==> src/sv/htip_ram.sv <==
// ----------------------------------------------------------------------------
// htip_ram - generic single-port synchronous RAM
// One access per cycle; read data is registered.
// ----------------------------------------------------------------------------
module htip_ram #(
    parameter int WIDTH = 8,
    parameter int DEPTH = 256
) (
    input  logic                     i_clk,
    input  logic                     i_en,
    input  logic                     i_we,
    input  logic [$clog2(DEPTH)-1:0] i_addr,
    input  logic [WIDTH-1:0]         i_wdata,
    output logic [WIDTH-1:0]         o_rdata
);

    logic [WIDTH-1:0] r_mem [DEPTH];
    logic [WIDTH-1:0] r_rdata;

    always_ff @(posedge i_clk) begin
        if (i_en) begin
            if (i_we) begin
                r_mem[i_addr] <= i_wdata;
            end else begin
                r_rdata <= r_mem[i_addr];
            end
        end
    end

    assign o_rdata = r_rdata;

endmodule

==> config.mk <==
export PLATFORM = sky130hd
export DESIGN_NAME = htip_ram
export DESIGN_NICKNAME = d
export VERILOG_FILES = /design/src/sv/htip_ram.sv
export SDC_FILE = /design/constraint.sdc
export NUM_CORES = 2
export LEC_CHECK = 0
export ABC_AREA = 1
export BUFFER_PORTS_ARGS = -buffer_cell sky130_fd_sc_hd__buf_2
export CORE_MARGIN = 10
export CORE_UTILIZATION = 40
export DETAILED_ROUTE_END_ITERATION = 12
export PLACE_DENSITY = 0.58
export SKIP_CTS_REPAIR_TIMING = 1
export SYNTH_ARGS = -nofsm -noshare
export SYNTH_HDL_FRONTEND = slang
export SYNTH_SLANG_ARGS = --single-unit
==> constraint.sdc <==
create_clock -name i_clk -period 1.9 [get_ports i_clk]
set_input_delay 0 -clock i_clk [delete_from_list [all_inputs] [get_ports i_clk]]
set_output_delay 0 -clock i_clk [all_outputs]
set_load 0.02 [all_outputs]
==> out/qor.csv <==
stage;metric;value;unit
clock_tree;CTS tree;done;
synthesis;Cell variety after synth;14;
run_status;failing checks;negative setup slack;
worst_setup_path;arrival time worst endpoint;2.61;ns
timing;Tmin final;2.01;ns
die;die footprint;231000;um^2
synthesis;Post-Synthesis Cells;7960;
clock_tree;Worst-Skew Late Latency;0.86;ns
worst_setup_path;Max stage delay on crit path;0.36;ns
grt;initial antenna violation count;6;
clock_tree;register clock-pin slew on the reported worst setup and hold paths;0.06;ns
synthesis;yosys warns;0;
cells_and_area;most frequent cells in the layout;nand2_1, edfxtp_1, buf_4;
power;Final Power;96.5;mW
drt;Post-DRT Antenna Nets;0;
worst_setup_path;critical path class;reg -> reg;
worst_setup_path;CP Capture Type;register;
clock_tree;CTS root buffer;clkbuf_16;
drt;Pre-antenna DRT Iters;6;
grt;largest net degree at the start of global routing;184;
worst_setup_path;most used cell, CP;nand2_1;
drt;Initial DRC Count;5785;
power;Cell Pwr Density;951;nW/um^2
worst_setup_path;Crit path depth;14;
synthesis;synthesized flop and latch total;2056;
drt;routed vias;58300;
cells_and_area;fraction of layout cells with a size suffix above 1;0.147;
timing;fin. max-slew vios;0;
power;leak pwr;40.7;nW
die;Chip Width;481;um
timing;Slew @ Worst Pin;0.980;ns
run;max_cap viols;0;
die;initial core utilization;0.404;
synthesis;syn_nets;7979;
grt;GR Overflow Total;0;
worst_setup_path;Top Family by Delay on Critical Path;simple AND/OR/NAND/NOR gates;
drt;wirelength, routed;243000;um
worst_setup_path;Critical-path top delay cell;edfxtp_1;
worst_hold_path;Hold Path Stages;7;
cells_and_area;Post-Route Utilization;0.483;
run_status;status;finished with violations;
grt;first-pass GRT wire length;362000;um
synthesis;Cell Area, Synth;84800;um^2
worst_setup_path;R2R depth;14;
worst_setup_path;Max FO, Critical Path;1;
die;Vert. Die Dim;481;um
clock_tree;TritonCTS Buffers;207;
timing;fin crit share;1.06;
worst_setup_path;startpoint type of the worst setup path;register;
clock_tree;clk sink count;2056;
worst_hold_path;worst min path class;in -> reg;
die;IO Pins;27;
timing;RSZ-0062 raised after global routing;true;
place;dpl hpwl;152000;um
clock_tree;Clock Path Buffers;3;
cells_and_area;Register Area;61700;um^2
synthesis;Avg Inst Size Synth;10.7;um^2
cells_and_area;Synth-to-Final Area Change;19.7;%
worst_setup_path;worst path required time;2.50;ns
place;placed cell areas;93900;um^2
die;core area;210000;um^2
cells_and_area;multi-input logic area;22200;um^2
grt;GRT Overall Usage;0.205;
drt;via density per instance;5.07;
drt;Routed WL per cell;21.1;um
place;Port Buffer Count;26;
place;Placer Congestion;0.873;
worst_setup_path;Cell Chain, Critical Path;nand2_1 -> nand2_1 -> nand2_1 -> nand2_2 -> nand2_1 -> nand2_1 -> o21ai_1 -> buf_4 -> nand2_1 -> buf_4 -> nor2_4 -> nor2_1 -> nor2_4 -> nand2_1;
timing;worst rel slew slack;0.347;
timing;post-route setup slack;-0.112;ns
timing;clock skew;0.0367;ns
grt;vias in the first global route;56600;
place;DP Worst Slack;-1.18;ns
cells_and_area;Nets;8540;
die;Core Rows;168;
cells_and_area;commonest non-fill, non-tap cell in the layout;nand2_1;
clock_tree;H-tree depth;4;
timing;WHS;0.0468;ns
drt;DRC viols;0;
timing;final setup vio count;5;
cells_and_area;fillcell total;19000;
synthesis;Seq/Total Area, Yosys;0.728;
timing;Max Freq;0.497;GHz
timing;Fin. Hold Viols;0;
cells_and_area;post-route cell area;102000;um^2
worst_setup_path;CP Buf/Inv Count;2;
power;Peak supply drop;879;uV
-- kinds of logic (layout without fill, tap and decap cells) --
kind of cell | count (synthesis) | after routing | share of synthesized area
DFF | 2056 | 2056 | 0.728
AOI/OAI and AO/OA | 128 | 128 | 0.00755
and+or+nand+nor | 5336 | 5336 | 0.241
buffers and inverters | 440 | 1170 | 0.0236
other | 0 | 1 | 0
-- per-layer routing --
layer	share of wire	track usage	up-vias
met5	0.000058	0	-
met4	0.031	0.0644	2
met3	0.072	0.0319	401
met2	0.47	0.329	1996
met1	0.43	0.287	28500
li1	-	-	27400
-- final cells by class --
type                            instances  area share
Timing Repair Buffer                  776      0.0729
Tap cell                             2805      0.0346
Multi-Input combinational cell       5464       0.218
Clock buffer                          246      0.0527
Antenna cell                            1   0.0000246
Clock inverter                        132      0.0125
Inverter                               16    0.000838
Sequential cell                      2056       0.608
-- stage by stage --
step,TNS (ns),std cells
detailed placement,-325.75,11100
finish,-0.272,11500
global placement,-294.20,11100
CTS,-3.47,11500
global route,-0.830,11500
floorplan,-7.04,7960
-- cell usage after synthesis --
cell type / n / area share
clkbuf_1: 161 / 0.0071
edfxtp_1: 2056 / 0.73
inv_2: 3 / 0.00013
buf_1: 35 / 0.0015
nand4_1: 40 / 0.0029
nand3_1: 256 / 0.015
inv_1: 11 / 0.00049
buf_6: 9 / 0.0012
buf_2: 214 / 0.013
o21ai_1: 128 / 0.0076
nand2_1: 4695 / 0.21
buf_4: 5 / 0.00044
clkinv_1: 2 / 0.000089
nor2_1: 345 / 0.015
-- tightest hold or removal path, cell delays in order --
cell,delay [ns]
buf_2,0.16
nor2_1,0.13
inv_1,0.16
nor2_1,0.13
buf_4,0.12
nor2_4,0.04
nand2_1,0.04
-- power by group --
part / switching [mW] / total, mW / internal [mW]
Sequential: 0.0226 / 50.0 / 50.0
Clock: 17.4 / 40.1 / 22.7
Combinational: 4.54 / 6.46 / 1.91
-- state kept, by name, indices dropped and copies added, names as in the netlist --
signal / cells
o_rdata: 8
r_mem: 2048
-- path summary, 6_finish.rpt --
check / end / slack, ns / start
hold reg to reg: o_rdata[1]$_DFFE_PP_ / 1.00 / r_mem[91][1]$_DFFE_PP_
hold / removal: o_rdata[2]$_DFFE_PP_ / 0.05 / i_addr[7]
setup reg to reg: o_rdata[1]$_DFFE_PP_ / -0.11 / r_mem[140][1]$_DFFE_PP_
setup / recovery: o_rdata[1]$_DFFE_PP_ / -0.11 / r_mem[140][1]$_DFFE_PP_
Note: power is estimated with default switching activity, not from simulation.
